--- src/sv/fpa_pkg.sv ---
package fpa_pkg;

  localparam int unsigned FRAC_BITS_DEF = 8;
  localparam int unsigned WORD_BITS_DEF = 32;

  typedef enum logic [3:0] {
    KIND_ADD      = 4'd0,
    KIND_SUB      = 4'd1,
    KIND_MUL      = 4'd2,
    KIND_DIV      = 4'd3,
    KIND_GT       = 4'd4,
    KIND_LT       = 4'd5,
    KIND_GE       = 4'd6,
    KIND_LE       = 4'd7,
    KIND_EQ       = 4'd8,
    KIND_NE       = 4'd9,
    KIND_MIN      = 4'd10,
    KIND_MAX      = 4'd11,
    KIND_INC      = 4'd12,
    KIND_DEC      = 4'd13,
    KIND_TO_INT   = 4'd14,
    KIND_FROM_INT = 4'd15
  } kind_e;

  localparam logic [1:0] ST_OK   = 2'd0;
  localparam logic [1:0] ST_OVF  = 2'd1;
  localparam logic [1:0] ST_DIVZ = 2'd2;

  typedef struct packed {
    kind_e      kind;
    logic       neg;
    logic       cmp;
    logic [1:0] st;
  } ctl_t;

endpackage

--- src/sv/fpa_mul.sv ---
module fpa_mul import fpa_pkg::*; #(
  parameter int unsigned WORD_BITS = WORD_BITS_DEF,
  parameter int unsigned FRAC_BITS = FRAC_BITS_DEF
) (
  input  logic                              clk_i,
  input  logic                              rst_ni,
  input  logic                              en_i,
  input  logic                              v_i,
  input  ctl_t                              ctl_i,
  input  logic [WORD_BITS-1:0]              res_i,
  input  logic [WORD_BITS-1:0]              mb_i,
  input  logic [WORD_BITS+FRAC_BITS-1:0]    numq_i,
  output logic                              v_o,
  output ctl_t                              ctl_o,
  output logic [WORD_BITS-1:0]              res_o,
  output logic [WORD_BITS-1:0]              mb_o,
  output logic [WORD_BITS+FRAC_BITS-1:0]    numq_o
);

  localparam int unsigned W = WORD_BITS;
  localparam int unsigned Q = WORD_BITS + FRAC_BITS;
  localparam int unsigned PW = 2 * WORD_BITS + 1;
  localparam logic [PW-1:0] HALF   = (PW'(1) << FRAC_BITS) >> 1;
  localparam logic [PW-1:0] POSLIM = PW'(1) << (W - 1);
  localparam logic [W-1:0]  WMAX = {1'b0, {(W-1){1'b1}}};
  localparam logic [W-1:0]  WMIN = {1'b1, {(W-1){1'b0}}};

  // stage one: product
  logic [1:0]       v_q;
  ctl_t             ctl1_q, ctl2_q, ctl2_d;
  logic [W-1:0]     res1_q, res2_q, res2_d, mb1_q, mb2_q;
  logic [Q-1:0]     numq1_q, numq2_q;
  logic [2*W-1:0]   prod_q;
  logic [PW-1:0]    q;
  logic [W-1:0]     ql;

  // stage two: round and saturate
  always_comb begin
    q      = (PW'(prod_q) + HALF) >> FRAC_BITS;
    ql     = q[W-1:0];
    ctl2_d = ctl1_q;
    res2_d = res1_q;
    if (ctl1_q.kind == KIND_MUL) begin
      if (!ctl1_q.neg && q >= POSLIM) begin
        res2_d    = WMAX;
        ctl2_d.st = ST_OVF;
      end else if (ctl1_q.neg && q > POSLIM) begin
        res2_d    = WMIN;
        ctl2_d.st = ST_OVF;
      end else begin
        res2_d = ctl1_q.neg ? -ql : ql;
      end
    end
  end

  always_ff @(posedge clk_i or negedge rst_ni) begin
    if (!rst_ni) begin
      v_q <= '0;
    end else if (en_i) begin
      v_q <= {v_q[0], v_i};
    end
  end

  always_ff @(posedge clk_i) begin
    if (en_i) begin
      ctl1_q  <= ctl_i;
      res1_q  <= res_i;
      mb1_q   <= mb_i;
      numq1_q <= numq_i;
      prod_q  <= numq_i[Q-1:FRAC_BITS] * mb_i;
      ctl2_q  <= ctl2_d;
      res2_q  <= res2_d;
      mb2_q   <= mb1_q;
      numq2_q <= numq1_q;
    end
  end

  assign v_o    = v_q[1];
  assign ctl_o  = ctl2_q;
  assign res_o  = res2_q;
  assign mb_o   = mb2_q;
  assign numq_o = numq2_q;

endmodule

--- config.mk ---
export PLATFORM = sky130hd
export DESIGN_NAME = fpa_mul
export DESIGN_NICKNAME = d
export VERILOG_FILES = /design/src/sv/fpa_pkg.sv /design/src/sv/fpa_mul.sv
export SDC_FILE = /design/constraint.sdc
export NUM_CORES = 2
export LEC_CHECK = 0
export ABC_AREA = 1
export BUFFER_PORTS_ARGS = -buffer_cell sky130_fd_sc_hd__buf_2
export CORE_ASPECT_RATIO = 1.1
export CORE_MARGIN = 1.5
export CORE_UTILIZATION = 60
export CTS_BUF_LIST = sky130_fd_sc_hd__clkbuf_8 sky130_fd_sc_hd__clkbuf_16
export DETAILED_ROUTE_END_ITERATION = 12
export HOLD_SLACK_MARGIN = 0.15
export PLACE_DENSITY = 0.78
export SYNTH_ARGS = -nofsm -noshare
export SYNTH_HDL_FRONTEND = slang
export SYNTH_SLANG_ARGS = --single-unit
--- constraint.sdc ---
create_clock -name clk_i -period 3.4 [get_ports clk_i]
set_input_delay 0.17 -clock clk_i [delete_from_list [all_inputs] [get_ports clk_i]]
set_output_delay 0.17 -clock clk_i [all_outputs]
set_load 0.05 [all_outputs]
==> metrics.md <==
| Metric | Value |
|---|---|
| Final Hold Vio Count | 0 |
| Commonest non-fill, non-tap cell in the layout | inv_1 |
| Syn. warnings | 0 |
| DRT iter0 DRCs | 4190 |
| Crit end category | flop |
| Final RePlAce weighted congestion | 0.971 |
| H-Tree Depth | 1 |
| Gr usage total | 0.386 |
| Num CTS Buffers | 31 |
| Most frequent cell on the critical path | fa_1 |
| Root buffer cell | clkbuf_16 |
| Slowest stage delay, CP | 0.75 ns |
| DRC | 0 |
| Setup Slack @ Placement | -3.59 ns |
| Crit path max fanout | 8 |
| Seq cells post-synth | 283 |
| Die X | 270 um |
| Worst-Skew Late Latency | 0.71 ns |
| HPWL after DPL | 110 mm |
| Largest net degree at the start of global routing | 97 |
| Worst Slack Setup Final | -3.21 ns |
| Port Buf Inserts | 228 |
| Initial antenna violation count | 2 |
| Total grt overflow | 0 |
| Filler Cell Count | 4751 |
| Die Area | 80300 um2 |
| Final net count | 7845 |
| Sequential element share of the synthesized area | 0.180 |
| Status | finished with violations |
| Tightest Pin Transition | 0.866 ns |
| Final min period | 6.61 ns |
| Synth-to-layout area growth | 28.8% |
| I/O Pins | 229 |
| First-pass GRT wire length | 240 mm |
| Core area | 77600 um2 |
| Drt wl/cell | 20.9 um |
| CTS sink count | 283 |
| Failing checks | negative setup slack |
| Via count | 42301 |
| RSZ-0062 raised after global routing | true |
| Rel. slew slack | 0.423 |
| Commonest cells after routing, fill and taps aside | 1588 x inv_1, 1451 x nand2_1, 808 x fa_1 |
| Unique masters post-synth | 43 |
| Vias in the first global route | 45624 |
| Reg clk slew, reported paths | 0.06 ns |
| CTS tree | yes |
| Setup-failing EPs final | 57 |
| Num rows | 107 |
| CP Launch Type | primary input |
| Max_cap viols | 0 |
| Setup CP Type | in -> reg |
| Post-synthesis async set-or-reset flop share | 0.00707 |
| HP Class | in -> reg |
| Initial Util | 0.607 |
| F_max | 151 MHz |
| Die height | 297 um |
| Layout cells sized above 1 | 0.236 |
| Syn_nets | 6997 |
| Max Buffers Root-to-Sink | 3 |
| Prevailing post-synth register cell | edfxtp_1 |
| Core Util, Final | 0.782 |
| Post-route clock period utilization | 1.94 |
| Worst Path Required | 3.79 ns |
| Post-DRT Antenna Nets | 0 |
| Post-Route WL | 160 mm |
| DR pass1 iterations | 6 |
| Cell count after synthesis | 5724 |
| Slowest stage cell, crit path | fa_1 |
| Syn avg cell area | 8.24 um2 |
| CP Data Arrival Time | 6.99 ns |
| Setup Skew | 0.0663 ns |
| Post-synth EDFFs | 281 |
| Via density per instance | 5.54 |
| Reg2reg path depth | 16 |
| Hold path cells | 2 |
| Mapped cell area | 47200 um2 |
| Slew Limit Fails | 0 |
-- metrics by stage --
stage	cells	hold slack [ns]	setup TNS (ns)	area, um2
3_3_place_gp	7334	-0.0457	-176.27	54200
3_5_place_dp	7334	-0.0412	-181.31	54200
4_1_cts	7602	0.198	-124.38	59700
2_1_floorplan	5724	-0.126	-128.08	48400
5_1_grt	7631	0.199	-158.28	60700
6_report	7635	0.188	-147.73	60700
-- critical path, delay by kind of cell --
kind	cells	cell delay (ns)
simple gates	6	0.99
fa+ha+maj	9	4.59
compound gates	1	0.10
xor+xnor	1	0.15
buf+inv	8	0.94
-- sequential cells by signal (all words and copies together), names as in the netlist --
register	count
res1_q	32
numq1_q	40
v_q	2
mb_o	32
mb1_q	32
prod_q	57
numq_o	40
res_o	32
ctl_o	8
ctl1_q	8
-- cell usage after synthesis (8+ instances only) --
library cell	number	share of area
a21oi_1	123	0.013
a21oi_2	16	0.0030
a31oi_1	18	0.0024
clkbuf_1	197	0.016
edfxtp_1	281	0.18
fa_1	895	0.38
ha_1	262	0.069
inv_1	1685	0.13
nand2_1	1539	0.12
nand2_2	10	0.0013
nand3_1	114	0.012
nand3b_1	8	0.0013
nand4_1	34	0.0045
nor2_1	304	0.024
nor2_2	11	0.0015
nor3_1	18	0.0019
nor4_1	8	0.0011
o21ai_0	63	0.0067
o21bai_1	12	0.0019
xnor2_1	27	0.0050
xor2_1	49	0.0091
-- per-layer routing --
metal,share of wire,routed length (um),vias to the layer above,GRT usage
met5,0.00032,51,-,0
met4,0.097,15400,4,0.283
met3,0.11,16800,1118,0.0854
met2,0.47,75200,2734,0.646
met1,0.33,52000,20278,0.434
li1,-,-,18167,-
-- kinds of logic after synthesis --
group	Yosys count	synth area share
and+or+nand+nor	2059	0.173
buffers and inverters	1891	0.152
AOI/OAI and AO/OA	258	0.0314
adders and majority gates	1157	0.449
xor gates and xnor gates	76	0.0141
DFF	283	0.180
-- timing repair --
action / CTS / global route
resized for setup: 646 / 216
pin swaps: 235 / 159
gates cloned: 12 / 3
buffers inserted: 97 / 36
setup endpoints to repair: 57 / 88
hold buffers: 111 / 0
endpoints found under the hold margin: 197 / 0
-- cell type report --
type                            instances  area [um2]  share of cell area
Antenna cell                            4        10.0            0.000165
Clock buffer                           31         776              0.0128
Clock inverter                         26         240             0.00395
Inverter                             1685        6330               0.104
Multi-Input combinational cell       3550       34300               0.564
Sequential cell                       283        8490               0.140
Tap cell                             1035        1290              0.0213
Timing Repair Buffer                 1021        9350               0.154
-- final timing paths --
check	startpoint	to	slack, ns
max in group asynchronous	rst_ni	v_q[0]	2.86
min in group asynchronous	rst_ni	v_q[1]	0.40
max reg2reg	prod_q[32]	res_o[0]	0.28
min reg2reg	mb1_q[23]	mb_o[23]	0.39
max	mb_i[19]	prod_q[48]	-3.21
min	numq_i[3]	numq1_q[3]	0.19
Power is not shown: default switching activity piles up to over one toggle a cycle in this logic, so the estimate is an artifact.
