--- src/sv/fpa_pkg.sv ---
package fpa_pkg;

  localparam int unsigned FRAC_BITS_DEF = 8;
  localparam int unsigned WORD_BITS_DEF = 32;

  typedef enum logic [3:0] {
    KIND_ADD      = 4'd0,
    KIND_SUB      = 4'd1,
    KIND_MUL      = 4'd2,
    KIND_DIV      = 4'd3,
    KIND_GT       = 4'd4,
    KIND_LT       = 4'd5,
    KIND_GE       = 4'd6,
    KIND_LE       = 4'd7,
    KIND_EQ       = 4'd8,
    KIND_NE       = 4'd9,
    KIND_MIN      = 4'd10,
    KIND_MAX      = 4'd11,
    KIND_INC      = 4'd12,
    KIND_DEC      = 4'd13,
    KIND_TO_INT   = 4'd14,
    KIND_FROM_INT = 4'd15
  } kind_e;

  localparam logic [1:0] ST_OK   = 2'd0;
  localparam logic [1:0] ST_OVF  = 2'd1;
  localparam logic [1:0] ST_DIVZ = 2'd2;

  typedef struct packed {
    kind_e      kind;
    logic       neg;
    logic       cmp;
    logic [1:0] st;
  } ctl_t;

endpackage

--- src/sv/fpa_div_stage.sv ---
module fpa_div_stage import fpa_pkg::*; #(
  parameter int unsigned WORD_BITS = WORD_BITS_DEF,
  parameter int unsigned FRAC_BITS = FRAC_BITS_DEF
) (
  input  logic                              clk_i,
  input  logic                              rst_ni,
  input  logic                              en_i,
  input  logic                              v_i,
  input  ctl_t                              ctl_i,
  input  logic [WORD_BITS-1:0]              res_i,
  input  logic [WORD_BITS-1:0]              mb_i,
  input  logic [WORD_BITS-1:0]              rem_i,
  input  logic [WORD_BITS+FRAC_BITS-1:0]    numq_i,
  output logic                              v_o,
  output ctl_t                              ctl_o,
  output logic [WORD_BITS-1:0]              res_o,
  output logic [WORD_BITS-1:0]              mb_o,
  output logic [WORD_BITS-1:0]              rem_o,
  output logic [WORD_BITS+FRAC_BITS-1:0]    numq_o
);

  localparam int unsigned W = WORD_BITS;
  localparam int unsigned Q = WORD_BITS + FRAC_BITS;

  logic         v_q, ge;
  ctl_t         ctl_q;
  logic [W-1:0] res_q, mb_q, rem_q, rem_d;
  logic [W:0]   t, diff;
  logic [Q-1:0] numq_q;

  // one quotient bit: numerator bits shift out on top, quotient bits in below
  always_comb begin
    t     = {rem_i, numq_i[Q-1]};
    diff  = t - {1'b0, mb_i};
    ge    = t >= {1'b0, mb_i};
    rem_d = ge ? diff[W-1:0] : t[W-1:0];
  end

  always_ff @(posedge clk_i or negedge rst_ni) begin
    if (!rst_ni) begin
      v_q <= 1'b0;
    end else if (en_i) begin
      v_q <= v_i;
    end
  end

  always_ff @(posedge clk_i) begin
    if (en_i) begin
      ctl_q  <= ctl_i;
      res_q  <= res_i;
      mb_q   <= mb_i;
      rem_q  <= rem_d;
      numq_q <= {numq_i[Q-2:0], ge};
    end
  end

  assign v_o    = v_q;
  assign ctl_o  = ctl_q;
  assign res_o  = res_q;
  assign mb_o   = mb_q;
  assign rem_o  = rem_q;
  assign numq_o = numq_q;

endmodule

--- config.mk ---
export PLATFORM = sky130hd
export DESIGN_NAME = fpa_div_stage
export DESIGN_NICKNAME = d
export VERILOG_FILES = /design/src/sv/fpa_pkg.sv /design/src/sv/fpa_div_stage.sv
export SDC_FILE = /design/constraint.sdc
export NUM_CORES = 1
export LEC_CHECK = 0
export BUFFER_PORTS_ARGS = -buffer_cell sky130_fd_sc_hd__buf_4
export CORE_ASPECT_RATIO = 1.25
export CORE_MARGIN = 2
export CORE_UTILIZATION = 40
export CTS_BUF_LIST = sky130_fd_sc_hd__clkbuf_4
export DETAILED_ROUTE_END_ITERATION = 12
export PLACE_DENSITY = 0.71
export SYNTH_ARGS = -nofsm -noshare
export SYNTH_HDL_FRONTEND = slang
export SYNTH_SLANG_ARGS = --single-unit
--- constraint.sdc ---
create_clock -name clk_i -period 0.8 [get_ports clk_i]
set_input_delay 0.16 -clock clk_i [delete_from_list [all_inputs] [get_ports clk_i]]
set_output_delay 0.16 -clock clk_i [all_outputs]
set_load 0.03 [all_outputs]
==> run summary, run 1 <==
Core Rows: 52
Crit path launch type: input port
Largest cells by area after synthesis: edfxtp_1 66%, ha_1 6.1%, a21oi_1 4.3%
YS warnings: 0
Drt via density: 4.96
Worst endpoint required time: 1.15 ns
Initial Util: 40.7%
Seq pwr share: 43.7%
CTS buffer count: 17
Crit share post-route: 291%
WHS: -0.0247 ns
Post-synth ARST share: 0.690%
Core area: 0.0161 sq mm
Nets: 1215
Cell chain of the critical path: buf_8, inv_4, ha_4, nand4_1, or4_1, a21oi_2, nor3_2, a211oi_2, o21ai_2, o31ai_4, buf_6, clkbuf_16, mux2_4
Slowest CP cell: or4_1
Die height: 147 microns
Final setup fails: 178
Clk pwr share: 21.8%
DRC marker count from the first detailed-route iteration: 351
Failing checks: negative hold slack, negative setup slack
EDFF count, synth: 144
Worst Skew: 0 ns
Most frequent cells after synthesis: 144 x edfxtp_1, 56 x a21oi_1, 38 x inv_1
GRT met2 Usage: 51.8%
Clock-pin slew on the worst setup and hold paths: 0.15 ns
CP max FO: 6
Prevailing post-synth register cell: edfxtp_1
Gp weighted congestion: 0.847
Via count: 6265
Count leader, synth: edfxtp_1
GR Util met3: 8.31%
Syn nets: 672
All-Layer GR Usage: 27.8%
Fmax: 430 MHz
Kind of critical path: in2reg
Hold WC Path Type: in2reg
Tightest Pin Transition: 0.542 ns
Pwr dens: 1770 mW/mm^2
Area leader, netlist: edfxtp_1
ANT nets after route: 0
Vias in the first global route: 6676
I/O Pins: 293
Register area share after synthesis: 66.2%
CTS tree: built
R2R Setup Slk: 0.01 ns
Number of max-cap violations: 0
Cell family with most CP delay: simple AND/OR/NAND/NOR gates
Synth top area share: 65.8%
Pint: 14800 uW
Crit end category: register
Synth-to-layout area growth: 89.5%
Root Buffer: clkbuf_4
Clock period minus worst slack: 2.33 ns
Pin count of the biggest net entering global routing: 43
WP buf/inv: 4
Initial antenna violation count: 1
Remaining DRCs: 0
CP arrival: 2.68 ns
Busiest grt layer: met2
Die Span X: 119 microns
Grt ovf: 0
Die ar.: 0.0175 sq mm
Sw frac: 33.2%
Post-synthesis cell area: 0.00657 sq mm
Post-synthesis cell count: 491
First-pass GRT wire length: 37.0 mm
P_sw: 7330 uW
Worst VDD drop: 0.000862 V
Clock latency on the worst-skew pair: 0.57 ns
Port Buf Inserts: 292
Pleak: 0.00542 uW
Per-cell routed wire length: 19.4 microns
Rel. slew slack: 63.7%
Max clock buf depth: 2
Slew Viols, Final: 0
Met1 GRT Util: 29.1%
Post-detail-place hpwl: 15.0 mm
Synth unique cells: 49
Detailed Routing Iterations Pass 1: 5
H-tree levels: 4
Status: finished, violations left
CP max stage delay: 0.53 ns
Flops & latches, synth: 145
Avg Cell Area, Syn: 13.4 sq um
Total power: 22100 uW
Layout cell share with drive strength beyond 1: 46.6%
CTS sink cnt: 145
Comb power frac: 34.5%
Number of failing hold endpoints at the final stage: 2
Routed wire length: 24.5 mm
Setup ws final: -1.53 ns
RSZ-0062 raised after global routing: yes
==> state kept, by name, indices dropped and copies added, names as in the netlist <==
signal,count
rem_o,32
numq_o,40
ctl_o,8
res_o,32
v_o,1
mb_o,32
==> cell families (layout without fill, tap and decap cells) <==
| logic type | after synthesis | after routing | synth area share (%) |
|---|---|---|---|
| AOI/OAI and AO/OA | 119 | 119 | 11.1 |
| and+or+nand+nor | 99 | 99 | 7.08 |
| adders and majority gates | 33 | 33 | 6.40 |
| other | 0 | 1 | 0 |
| muxes | 12 | 12 | 2.04 |
| xor gates and xnor gates | 27 | 27 | 3.60 |
| DFF | 145 | 145 | 66.2 |
| buffers and inverters | 56 | 612 | 3.54 |
==> final cells by class <==
class,count,area [sq um]
Multi-Input combinational cell,290,2270
Sequential cell,145,4350
Clock inverter,14,143
Fill cell,932,3690
Clock buffer,18,135
Tap cell,216,270
Inverter,38,155
Antenna cell,1,2.50
Timing Repair Buffer,542,5120
==> metrics by stage <==
stage | cell area (sq um) | std cells | TNS, ns | worst slack, ns | utilization (%)
final | 12400 | 1264 | -123.26 | -1.53 | 77.2
after global routing | 12400 | 1264 | -135.88 | -1.61 | 77.2
after CTS | 12300 | 1259 | -121.79 | -1.51 | 76.3
after detailed placement | 9820 | 1075 | -81.86 | -2.27 | 60.9
after global placement | 9820 | 1075 | -80.41 | -2.18 | 60.9
after floorplan | 6740 | 491 | -63.58 | -2.02 | -
==> layout by cell type (no fill, tap or decap), types with 6 or more instances in the layout <==
master / n
o21a_1: 6
inv_6: 6
nand4_1: 8
a21oi_2: 12
buf_4: 233
nor2_1: 30
edfxtp_1: 144
a21oi_1: 43
a21o_1: 12
xor2_1: 12
dlygate4sd3_1: 144
mux2_4: 10
clkbuf_4: 18
inv_1: 32
ha_4: 9
o21ai_0: 13
xnor2_1: 15
ha_1: 23
nand2_1: 25
buf_6: 155
nand3_1: 8
==> power groups by stage <==
| stage | combinational [uW] | clock (uW) | sequential (uW) |
|---|---|---|---|
| floorplan | 1720 | 0 | 11100 |
| global placement | 6010 | 0 | 9610 |
| detailed placement | 6080 | 0 | 9620 |
| CTS | 7320 | 4720 | 9600 |
| global route | 8030 | 5170 | 9710 |
| finish | 7620 | 4810 | 9650 |
==> per-layer routing <==
| metal | vias to the layer above | share of wire (%) |
|---|---|---|
| met1 | 3013 | 35 |
| met4 | 0 | 3.4 |
| met5 | - | 0 |
| li1 | 2929 | - |
| met2 | 269 | 55 |
| met3 | 54 | 6.9 |
==> worst paths after layout <==
kind | to | cells past startpoint | startpoint
worst min-delay path | rem_o[30] | 3 | rem_i[29]
min in group asynchronous | v_o | 3 | rst_ni
worst min register to register | v_o | 1 | v_o
worst max register to register | v_o | 1 | v_o
max in group asynchronous | v_o | 3 | rst_ni
worst max-delay path | rem_o[13] | 13 | mb_i[15]
==> tightest hold or removal path: cells and delay by family <==
kind,cells,cell delay [ns]
buf+inv,2,0.18
mux,1,0.13
==> what timing repair did <==
item | in CTS | in global routing
pin swaps | 9 | 4
cloned | 1 | 1
resized for setup | 180 | 27
endpoints found under the setup margin | 178 | 178
setup buffers | 8 | 3
hold buffers | 143 | 1
endpoints found under the hold margin | 144 | 3
Power figures use the tool's default switching activity.
==> inputs of run 2 (changes only) <==
- CORE_MARGIN: 2 -> unset
==> run summary, run 2 (synthesized netlist as in run 1, its figures left out) <==
CP most frequent cell: buf_6
Multi-input gate area: 0.00229 sq mm (+0.99%)
ANT nets after route: 0 (unchanged)
Commonest non-fill, non-tap cell in the layout: buf_4
Gp weighted congestion: 0.882 (+4.1%)
I/O Pins: 293 (unchanged)
Worst VDD drop: 0.000769 V (-11%)
Port Buf Inserts: 292 (unchanged)
Fillers: 934 (+0.21%)
Vias in the first global route: 6776 (+1.5%)
Worst endpoint required time: 1.14 ns (about the same)
Setup ws final: -1.63 ns (-0.100 ns)
Layout cell share with drive strength beyond 1: 47.3% (+0.72 points)
Fmax: 412 MHz (-4.1%)
DRC marker count from the first detailed-route iteration: 317 (-9.7%)
WHS: -0.0236 ns (+0.00102 ns)
Placed Area: 0.00987 sq mm (+0.54%)
CTS buffer count: 17 (unchanged)
Pin count of the biggest net entering global routing: 35 (-19%)
Hold path endpoint: rem_o[30]
Cell chain of the critical path: buf_6, inv_4, ha_4, nand4_1, or4_1, a21oi_2, nor3_2, a211oi_2, o21ai_2, o31ai_4, buf_6, buf_12, mux2_4
Initial Util: 40.7% (unchanged)
Die height: 145 microns (-1.4%)
Worst Skew: 0 ns (unchanged)
Drt via density: 4.99 (+0.75%)
Grt ovf: 0 (unchanged)
Tightest Pin Transition: 0.550 ns (+0.00722 ns)
Layout Cells excl Fill: 1267 (+0.24%)
Kind of critical path: in2reg
Post-detail-place hpwl: 15.3 mm (+1.7%)
Number of max-cap violations: 0 (unchanged)
Hold WC Path Type: in2reg
Remaining DRCs: 1 (+1)
FF/Latch Area: 0.00435 sq mm (unchanged)
FF-to-FF End: v_o
Synth-to-layout area growth: 90.4%
Slew Viols, Final: 0 (unchanged)
Initial antenna violation count: 1 (unchanged)
Root Buffer: clkbuf_4
Crit end category: register
Via count: 6327 (+0.99%)
Status: finished, violations left
Most frequent cells in the layout: 233 x buf_4, 155 x buf_6, 144 x edfxtp_1, 144 x dlygate4sd3_1, 40 x a21oi_1
Max clock buf depth: 2 (unchanged)
Per-cell routed wire length: 19.6 microns (+0.87%)
CP max FO: 7 (+1)
Routed wire length: 24.8 mm (+1.1%)
DR WL met3: 1.77 mm (+4.8%)
Core Rows: 52 (unchanged)
Clock period minus worst slack: 2.43 ns (+0.100 ns)
CTS tree: built
CP max stage delay: 0.58 ns (+0.05 ns)
All-Layer GR Usage: 28.8% (+1.1 points)
Failing checks: design-rule violations, negative hold slack, negative setup slack
Wire length on met2: 13.5 mm (+0.70%)
Worst R2R Start: v_o
Final setup fails: 179 (+0.56%)
M1 WL: 8.56 mm (-0.95%)
Crit path launch type: input port
Placed insts: 1082 (+0.65%)
Nets: 1218 (+0.25%)
Worst r2r path cells: 1 (unchanged)
Clock-pin slew on the worst setup and hold paths: 0.14 ns (about the same)
Pleak: 0.00543 uW (+0.19%)
End-of-flow core utilization: 77.5% (+0.36 points)
Max reg flops: 40 (unchanged)
R2R Setup Slk: 0.01 ns (about the same)
Top Metal Used: met4
Die Span X: 117 microns (-1.7%)
CTS sink cnt: 145 (unchanged)
Hold path cells: 3 (unchanged)
CP arrival: 2.77 ns (+0.09 ns)
Hold Crit Start: rem_i[29]
Core area: 0.0161 sq mm (unchanged)
Number of failing hold endpoints at the final stage: 2 (unchanged)
Crit share post-route: 303% (+13 points)
Detailed Routing Iterations Pass 1: 11 (+6)
Die ar.: 0.0169 sq mm (-3.0%)
Pwr dens: 1740 mW/mm^2 (-1.7%)
Fin area: 0.0125 sq mm (+0.47%)
RSZ-0062 raised after global routing: yes
First-pass GRT wire length: 36.2 mm (-2.3%)
H-tree levels: 4 (unchanged)
Clock latency on the worst-skew pair: 0.57 ns (about the same)
Slowest CP cell: or4_1
Rel. slew slack: 63.2% (-0.48 points)
## run 2: cell count changes in the layout (fill, tap and decap cells not counted), moves of 2 or more
cell        previous run  this run
clkinvlp_4             2         4
nor2_1                30        25
clkinv_4               2         0
inv_2                  3         0
nor2_2                 3         7
a21oi_2               12        15
buf_8                  4         6
a21oi_1               43        40
inv_4                  2         4
## run 2: worst max-delay path, delay by kind of cell
| family | cells | cell delay, ns |
|---|---|---|
| compound gates | 4 | 0.78 |
| fa+ha+maj | 1 | 0.25 |
| buf+inv | 4 | 0.40 |
| mux | 1 | 0.30 |
| simple gates | 3 | 0.86 |
## run 2: area by class of cell
class,instances,area share (%)
inverter,38,1.28
clock buffer,18,1.08
antenna,1,0.0200
sequential,145,34.8
timing repair buffer,545,41.4
clock inverter,14,0.950
multi-input combinational,290,18.3
tap,216,2.16
## run 2: where the power goes
| part | total (uW) | internal, uW | switching (uW) |
|---|---|---|---|
| Sequential | 9660 | 9250 | 407 |
| Clock | 4460 | 1360 | 3100 |
| Combinational | 7690 | 3860 | 3830 |
| Total | 21800 | 14500 | 7330 |
## run 2: timing repair
action / CTS / global route
setup buffers: 3 / 4
endpoints found under the hold margin: 145 / 3
cloned: 0 / 2
pin swaps: 8 / 14
hold buffers: 144 / 1
setup endpoints to repair: 178 / 182
resized for setup: 176 / 46
## run 2: worst max-delay path by stage
stage / startpoint / endpoint / slack, ns / cells after the start
after floorplan: mb_i[7] / rem_o[13] / -2.02 / 12
after global placement: mb_i[0] / rem_o[30] / -2.16 / 12
after detailed placement: mb_i[0] / rem_o[30] / -2.29 / 12
after CTS: numq_i[39] / rem_o[30] / -1.54 / 13
after global routing: mb_i[18] / rem_o[8] / -1.73 / 13
final: mb_i[17] / rem_o[8] / -1.63 / 13
## run 2: metrics by stage
step	setup TNS [ns]	setup slack, ns	hold slack (ns)	power (uW)
2_1_floorplan	-63.58	-2.02	-0.136	12800
3_3_place_gp	-76.70	-2.16	-0.0644	15600
3_5_place_dp	-78.07	-2.29	-0.0641	15700
4_1_cts	-123.22	-1.54	-0.0418	21300
5_1_grt	-134.74	-1.73	-0.0280	22600
6_report	-125.33	-1.63	-0.0236	21800
## run 2: routing by layer
layer | track usage [%] | vias to the layer above
met4 | 14.0 | 0
met2 | 53.4 | 276
met5 | 0 | -
met1 | 29.3 | 3049
li1 | - | 2927
met3 | 7.06 | 75
