<file path="src/sv/fpa_pkg.sv">
package fpa_pkg;

  localparam int unsigned FRAC_BITS_DEF = 8;
  localparam int unsigned WORD_BITS_DEF = 32;

  typedef enum logic [3:0] {
    KIND_ADD      = 4'd0,
    KIND_SUB      = 4'd1,
    KIND_MUL      = 4'd2,
    KIND_DIV      = 4'd3,
    KIND_GT       = 4'd4,
    KIND_LT       = 4'd5,
    KIND_GE       = 4'd6,
    KIND_LE       = 4'd7,
    KIND_EQ       = 4'd8,
    KIND_NE       = 4'd9,
    KIND_MIN      = 4'd10,
    KIND_MAX      = 4'd11,
    KIND_INC      = 4'd12,
    KIND_DEC      = 4'd13,
    KIND_TO_INT   = 4'd14,
    KIND_FROM_INT = 4'd15
  } kind_e;

  localparam logic [1:0] ST_OK   = 2'd0;
  localparam logic [1:0] ST_OVF  = 2'd1;
  localparam logic [1:0] ST_DIVZ = 2'd2;

  typedef struct packed {
    kind_e      kind;
    logic       neg;
    logic       cmp;
    logic [1:0] st;
  } ctl_t;

endpackage

</file>
<file path="src/sv/fpa_front.sv">
module fpa_front import fpa_pkg::*; #(
  parameter int unsigned WORD_BITS = WORD_BITS_DEF,
  parameter int unsigned FRAC_BITS = FRAC_BITS_DEF
) (
  input  logic                              clk_i,
  input  logic                              rst_ni,
  input  logic                              en_i,
  input  logic                              v_i,
  input  logic [3:0]                        kind_i,
  input  logic signed [WORD_BITS-1:0]       a_i,
  input  logic signed [WORD_BITS-1:0]       b_i,
  output logic                              v_o,
  output ctl_t                              ctl_o,
  output logic [WORD_BITS-1:0]              res_o,
  output logic [WORD_BITS-1:0]              mb_o,
  output logic [WORD_BITS+FRAC_BITS-1:0]    numq_o
);

  localparam int unsigned W = WORD_BITS;
  localparam int unsigned Q = WORD_BITS + FRAC_BITS;
  localparam logic [W-1:0] WMAX = {1'b0, {(W-1){1'b1}}};
  localparam logic [W-1:0] WMIN = {1'b1, {(W-1){1'b0}}};

  logic              v_q;
  ctl_t              ctl_d, ctl_q;
  logic [W-1:0]      res_d, res_q, mb_d, mb_q, ma;
  logic [Q-1:0]      numq_d, numq_q;
  logic signed [W:0] ax1, bx1, s;
  logic signed [Q-1:0] ax, fw;
  logic [FRAC_BITS:0]  hi;
  logic              gt, eq;

  always_comb begin
    ma     = a_i[W-1] ? W'(-a_i) : W'(a_i);
    mb_d   = b_i[W-1] ? W'(-b_i) : W'(b_i);
    numq_d = Q'(ma) << FRAC_BITS;
    ax1    = {a_i[W-1], a_i};
    bx1    = {b_i[W-1], b_i};
    ax     = Q'(a_i);
    fw     = ax <<< FRAC_BITS;
    hi     = fw[Q-1:W-1];
    gt     = a_i > b_i;
    eq     = a_i == b_i;
    s      = ax1 + bx1;
    res_d  = '0;
    ctl_d.kind = kind_e'(kind_i);
    ctl_d.neg  = a_i[W-1] ^ b_i[W-1];
    ctl_d.cmp  = 1'b0;
    ctl_d.st   = ST_OK;
    unique case (kind_e'(kind_i))
      KIND_ADD, KIND_SUB, KIND_INC, KIND_DEC: begin
        case (kind_e'(kind_i))
          KIND_SUB: s = ax1 - bx1;
          KIND_INC: s = ax1 + (W+1)'(1);
          KIND_DEC: s = ax1 - (W+1)'(1);
          default:  s = ax1 + bx1;
        endcase
        if (s[W] != s[W-1]) begin
          res_d    = s[W] ? WMIN : WMAX;
          ctl_d.st = ST_OVF;
        end else begin
          res_d = s[W-1:0];
        end
      end
      KIND_GT:     ctl_d.cmp = gt;
      KIND_LT:     ctl_d.cmp = !gt && !eq;
      KIND_GE:     ctl_d.cmp = gt || eq;
      KIND_LE:     ctl_d.cmp = !gt;
      KIND_EQ:     ctl_d.cmp = eq;
      KIND_NE:     ctl_d.cmp = !eq;
      KIND_MIN:    res_d = gt ? b_i : a_i;
      KIND_MAX:    res_d = gt ? a_i : b_i;
      KIND_TO_INT: res_d = W'(a_i >>> FRAC_BITS);
      KIND_FROM_INT: begin
        if (hi == '0 || hi == '1) begin
          res_d = fw[W-1:0];
        end else begin
          res_d    = a_i[W-1] ? WMIN : WMAX;
          ctl_d.st = ST_OVF;
        end
      end
      default: res_d = '0;
    endcase
  end

  always_ff @(posedge clk_i or negedge rst_ni) begin
    if (!rst_ni) begin
      v_q <= 1'b0;
    end else if (en_i) begin
      v_q <= v_i;
    end
  end

  always_ff @(posedge clk_i) begin
    if (en_i) begin
      ctl_q  <= ctl_d;
      res_q  <= res_d;
      mb_q   <= mb_d;
      numq_q <= numq_d;
    end
  end

  assign v_o    = v_q;
  assign ctl_o  = ctl_q;
  assign res_o  = res_q;
  assign mb_o   = mb_q;
  assign numq_o = numq_q;

endmodule

</file>
<file path="config.mk">
export PLATFORM = sky130hd
export DESIGN_NAME = fpa_front
export DESIGN_NICKNAME = d
export VERILOG_FILES = /design/src/sv/fpa_pkg.sv /design/src/sv/fpa_front.sv
export SDC_FILE = /design/constraint.sdc
export NUM_CORES = 1
export LEC_CHECK = 0
export ABC_AREA = 1
export CORE_ASPECT_RATIO = 0.8
export CORE_UTILIZATION = 46
export DETAILED_ROUTE_END_ITERATION = 10
export DONT_BUFFER_PORTS = 1
export PLACE_DENSITY = 0.66
export SLEW_MARGIN = 10
export SYNTH_ARGS = -nofsm -noshare
export SYNTH_HDL_FRONTEND = slang
export SYNTH_SLANG_ARGS = --single-unit
</file>
<file path="constraint.sdc">
create_clock -name clk_i -period 1.2 [get_ports clk_i]
set_input_delay 0.24 -clock clk_i [delete_from_list [all_inputs] [get_ports clk_i]]
set_output_delay 0.24 -clock clk_i [all_outputs]
set_load 0.01 [all_outputs]
</file>
==> flow_summary.toml, run 1 <==
[layout]
ff_latch_area_mm2 = 0.00312
fin_area_mm2 = 0.0182
multi_input_area_mm2 = 0.00910
num_antenna_cells = 0
drive_above_1_share_pct = 31.7
nets = 2589
fill_cells = 2257
area_delta_synth_final_pct = 46.8

[grt]
grt_usage_pct = 44.7
antenna_found_initial = 1
grt_pass1_wl_mm = 90.1
grt_overflow = 0
grt_max_degree = 105
first_global_vias = 14800

[timing]
max_freq_ghz = 0.287
hold_viol = 43
rsz0062_at_grt = "yes"
setup_slack_ns = -2.28
maxSlewViolCount = 0
setup_viol = 70
hold_slack_ns = -0.0295
timing.slew.headroom_pct = 33.4
fin_crit_ns = 3.48
worst_pin_slew_ns = 0.991
clock-skew-final_ns = 0
min_period_over_period_pct = 290

[yosys]
synth_edf_count = 103
netlist_instances = 1991
synth_area_leaders = "edfxtp_1 25%, nand2_1 20%, nor2_1 7.4%"
ys.flop_type = "edfxtp_1"
synth_seq_cells = 104
avgSynthCellArea_um2 = 6.22
synthesis.area_mm2 = 0.0124
async_flop_share_pct = 0.962
synth_most_common_cell = "nand2_1"
ys_seq_area_share_pct = 25.2
synth.top_cell.area_share_pct = 25.0
synth_area_leader_cell = "edfxtp_1"
synth.distinct_cells = 53
synth_common_cells = "650 x nand2_1, 243 x nor2_1, 223 x inv_1, 134 x nand3_1, 110 x a21oi_1"
yosys_warnings = 0

[worst_hold_path]
hold_path_class = "in2reg"

[job]
maxCapViolCount = 0

[route]
dr.pass1.iters = 9
routedWlPerCell_um = 22.6
ant_nets = 0
vias = 16400
vias_per_cell = 5.85
drt_iter0_drc = 2389
route.detailed.drc = 0
routed_wl_mm = 63.6

[cts]
postCtsHoldBufs = 7
worst_skew_pair.late_latency_ns = 0.38
htree_levels = 3
path_clk_slew_ns = 0.09
numClockSinks = 104
clk_path_buf_depth = 2
cts_tree = "yes"
cts_root_buf = "clkbuf_16"
cts_buffers = 9

[pwr]
power_density_mw_per_mm2 = 920
leakagePower_nw = 8.93
total_power_w = 0.0167
worst_ir_drop_vdd_mv = 0.824

[die]
die_h_um = 149
start_util_pct = 47.0
dieArea_mm2 = 0.0276
core_mm2 = 0.0263
die_w_um = 185
std_cell_rows = 53
pin_count = 185

[critical_path]
crit_fanout = 15
endpoint_kind = "flip-flop"
crit_family = "simple AND/OR/NAND/NOR gates"
crit_path_top_delay_cell = "ha_4"
cp_num_buf_inv = 2
cpMostUsedCell = "nand2_1"
crit_required_ns = 1.35
critical_path.max_stage_delay_ns = 0.34
cp-start-kind = "input pin"
arrival_ns = 3.63
worstSetupPathType = "in2reg"

[run_status]
violations = "negative hold slack, negative setup slack"
status = "finished, violations left"

[place]
hpwl_mm = 48.7
port_buffers = 0
gp_congestion = 1.05
dpl_worst_slack_ns = -2.68
place_area_mm2 = 0.0163
-- timing repair --
action	4_1_cts	5_1_grt
resized for setup	167	96
hold endpoints to repair	110	58
endpoints found under the setup margin	68	76
pin swaps	63	37
setup buffers	41	15
gates cloned	3	0
-- state kept, by name (all words and copies together), names as in the netlist --
name / flops
mb_o: 32
res_o: 32
numq_o: 32
v_o: 1
ctl_o: 7
-- final cells by class --
class | count | share of cell area [%]
clock inverter | 7 | 0.448
clock buffer | 9 | 1.24
timing repair buffer | 513 | 23.5
sequential | 104 | 17.2
multi-input combinational | 1591 | 50.1
tap | 357 | 2.46
inverter | 230 | 5.09
-- layout by cell type, fill, tap and decap left out, types with 8 or more instances in the layout --
| cell | n |
|---|---|
| a21oi_1 | 90 |
| a21oi_2 | 23 |
| a22oi_1 | 14 |
| buf_12 | 17 |
| buf_4 | 454 |
| buf_6 | 30 |
| clkbuf_16 | 9 |
| conb_1 | 9 |
| edfxtp_1 | 103 |
| ha_1 | 45 |
| ha_4 | 20 |
| inv_1 | 205 |
| inv_2 | 13 |
| nand2_1 | 600 |
| nand2_2 | 44 |
| nand2_4 | 15 |
| nand3_1 | 113 |
| nand3_2 | 31 |
| nand4_1 | 56 |
| nor2_1 | 218 |
| nor2_2 | 25 |
| nor2_4 | 12 |
| nor3_1 | 15 |
| o21a_1 | 8 |
| o21ai_0 | 80 |
| o21ai_1 | 15 |
| o21ai_2 | 17 |
| o21bai_1 | 15 |
| xor2_1 | 42 |
| xor2_2 | 12 |
-- logic make-up after synthesis --
group,after synthesis,share of synthesized area [%]
AO/OA/AOI/OAI,285,12.8
XOR/XNOR,58,4.11
adder cells (fa/ha/maj),68,7.00
buffers and inverters,304,10.3
flip-flops,104,25.2
multiplexers,2,0.172
other,1,0.0303
AND/OR/NAND/NOR,1169,40.4
-- metal layers --
layer | vias up | share of wire (%) | global-route usage [%]
met2 | 1214 | 40 | 63.3
met1 | 7535 | 40 | 61.0
met4 | 4 | 6.4 | 23.1
li1 | 7435 | - | -
met5 | - | 0.10 | 1.64
met3 | 260 | 14 | 12.6
-- through the flow --
step	setup TNS, ns	util (%)	hold slack, ns	cells
floorplan	-87.04	-	-0.0556	1999
global placement	-115.94	61.9	-0.0556	2748
detailed placement	-119.34	61.9	-0.0556	2748
CTS	-76.39	67.3	-0.0325	2809
global route	-95.45	69.0	-0.0459	2811
finish	-87.71	69.0	-0.0295	2811
-- report_power, final --
group / internal (W) / switching [W] / leakage, nW
Clock: 0.00150 / 0.00168 / 0.150
Combinational: 0.00387 / 0.00471 / 7.77
Sequential: 0.00453 / 0.000425 / 1.01
Total: 0.00989 / 0.00682 / 8.93
-- path summary, 6_finish.rpt --
kind	slack, ns	end	start	cells after the start
max in group asynchronous	1.04	v_o	rst_ni	1
worst min register to register	0.60	v_o	v_o	1
min in group asynchronous	0.06	v_o	rst_ni	1
worst max register to register	0.39	v_o	v_o	1
worst min-delay path	-0.03	ctl_o[5]	en_i	0
worst max-delay path	-2.28	res_o[1]	b_i[0]	25
No activity file was read; power rests on OpenSTA's default activity.
==> run 2: changes to the inputs <==
--- a/config.mk
+++ b/config.mk
@@ -10,7 +10,7 @@
 export CORE_UTILIZATION = 46
 export DETAILED_ROUTE_END_ITERATION = 10
 export DONT_BUFFER_PORTS = 1
-export PLACE_DENSITY = 0.66
+export PLACE_DENSITY = 0.68
 export SLEW_MARGIN = 10
 export SYNTH_ARGS = -nofsm -noshare
 export SYNTH_HDL_FRONTEND = slang
==> constraint.sdc (replaced) <==
create_clock -name clk_i -period 3 [get_ports clk_i]
set_input_delay 0.6 -clock clk_i [delete_from_list [all_inputs] [get_ports clk_i]]
set_output_delay 0.6 -clock clk_i [all_outputs]
set_load 0.01 [all_outputs]
==> flow_summary.toml, run 2 (same netlist as run 1, synthesis figures left out) <==
[die]
die_h_um = 149
std_cell_rows = 53
pin_count = 185
core_mm2 = 0.0263
start_util_pct = 47.0
die_w_um = 185
dieArea_mm2 = 0.0276

[cts]
cts_buffers = 9
cts_tree = "yes"
htree_levels = 3
numClockSinks = 104
cts_root_buf = "clkbuf_16"
worst_skew_pair.late_latency_ns = 0.37
path_clk_slew_ns = 0.08
clk_path_buf_depth = 2

[worst_hold_path]
hold_depth = 0
hp-start = "kind_i[2]"
hold_path_class = "in2reg"

[layout]
nets = 2461
drive_above_1_share_pct = 24.1
layout_common_cells = "605 x nand2_1, 364 x buf_4, 230 x nor2_1"
area_delta_synth_final_pct = 33.3
layout_commonest_cell = "nand2_1"
multi_input_area_mm2 = 0.00860
ff_latch_area_mm2 = 0.00312
num_antenna_cells = 0
post-route-util_pct = 62.6
fill_cells = 2540

[grt]
grt_pass1_wl_mm = 82.4
grt_usage_pct = 40.5
grt_max_degree = 105
first_global_vias = 13500
grt_overflow = 0
antenna_found_initial = 1

[run_status]
violations = "negative setup slack"
status = "finished, violations left"

[route]
routed_wl_mm = 57.0
routedWlPerCell_um = 21.2
drt_iter0_drc = 1967
route.detailed.drc = 0
vias = 15100
ant_nets = 0
vias_per_cell = 5.61
dr.pass1.iters = 8

[timing]
worst_pin_slew_ns = 0.618
setup_slack_ns = -1.01
rsz0062_at_grt = "yes"
timing.slew.headroom_pct = 58.6
hold_slack_ns = 0.319
hold_viol = 0
max_freq_ghz = 0.250
fin_crit_ns = 4.01
setup_viol = 33
maxSlewViolCount = 0
min_period_over_period_pct = 134
clock-skew-final_ns = 0

[critical_path]
crit_required_ns = 3.13
critical_path.max_stage_delay_ns = 0.33
r2r_cells = 1
worstSetupPathType = "in2reg"
arrival_ns = 4.14
crit_path_top_delay_cell = "ha_4"
startpoint = "b_i[2]"
cp-start-kind = "input pin"
endpoint_kind = "flip-flop"
crit_fanout = 15
reg2reg_from = "v_o"

[pwr]
power_density_mw_per_mm2 = 383
leakagePower_nw = 8.18
worst_ir_drop_vdd_mv = 0.287

[place]
port_buffers = 0
hpwl_mm = 45.5
gp_congestion = 1.08

[job]
maxCapViolCount = 0
[run 2: cell count changes in the layout (fill, tap and decap cells not counted), moves of 13 or more]
cell	previous run	this run
a21oi_1	90	104
a21oi_2	23	8
buf_4	454	364
buf_6	30	1
ha_1	45	58
ha_4	20	7
o21ai_0	80	106
o21ai_2	17	2
[run 2: path summary, 6_finish.rpt]
path,endpoint,slack (ns)
min in group asynchronous,v_o,0.43
min reg2reg,v_o,0.61
min,ctl_o[6],0.32
max reg2reg,v_o,2.19
max in group asynchronous,v_o,2.47
max,res_o[23],-1.01
[run 2: area by class of cell]
cell class | instances | area share [%]
clock buffers | 9 | 1.37
clock inverters | 7 | 0.440
inverters | 230 | 5.31
multi-input cells | 1591 | 52.1
flip-flops and latches | 104 | 18.9
well taps | 357 | 2.71
repair buffers | 385 | 19.1
[run 2: critical path, delay by kind of cell]
family	cells	cell delay (ns)
buf+inv	2	0.22
xor+xnor	1	0.17
fa+ha+maj	1	0.33
simple gates	22	2.81
[run 2: timing repair]
item	CTS	global route
hold buffers	1	0
gates cloned	2	5
endpoints found under the setup margin	33	33
buffers inserted	20	10
pin swaps	14	25
resized for setup	47	77
hold endpoints to repair	1	0
[run 2: stage by stage]
step	TNS (ns)	std cells	power (W)	setup WS, ns	cell area, um2
2_1_floorplan	-24.03	1999	0.00350	-0.741	12500
6_report	-32.43	2683	0.00631	-1.01	16500
3_3_place_gp	-48.00	2631	0.00467	-1.47	15300
3_5_place_dp	-50.65	2631	0.00470	-1.57	15300
4_1_cts	-27.28	2670	0.00607	-0.867	16000
5_1_grt	-38.85	2683	0.00662	-1.20	16500
[run 2: power breakdown]
| group | internal (W) | switching (W) | leakage (nW) | total [W] |
|---|---|---|---|---|
| logic | 0.00133 | 0.00177 | 7.02 | 0.00309 |
| registers | 0.00181 | 0.000176 | 1.01 | 0.00199 |
| clock network | 0.000591 | 0.000643 | 0.143 | 0.00123 |
| total | 0.00373 | 0.00259 | 8.18 | 0.00631 |
[run 2: routing by layer]
layer | routed length (um) | vias up | GRT usage (%)
li1 | - | 7173 | -
met1 | 24400 | 6882 | 56.7
met2 | 23400 | 887 | 59.7
met3 | 7060 | 108 | 9.79
met4 | 2110 | 2 | 14.8
met5 | 13 | - | 0
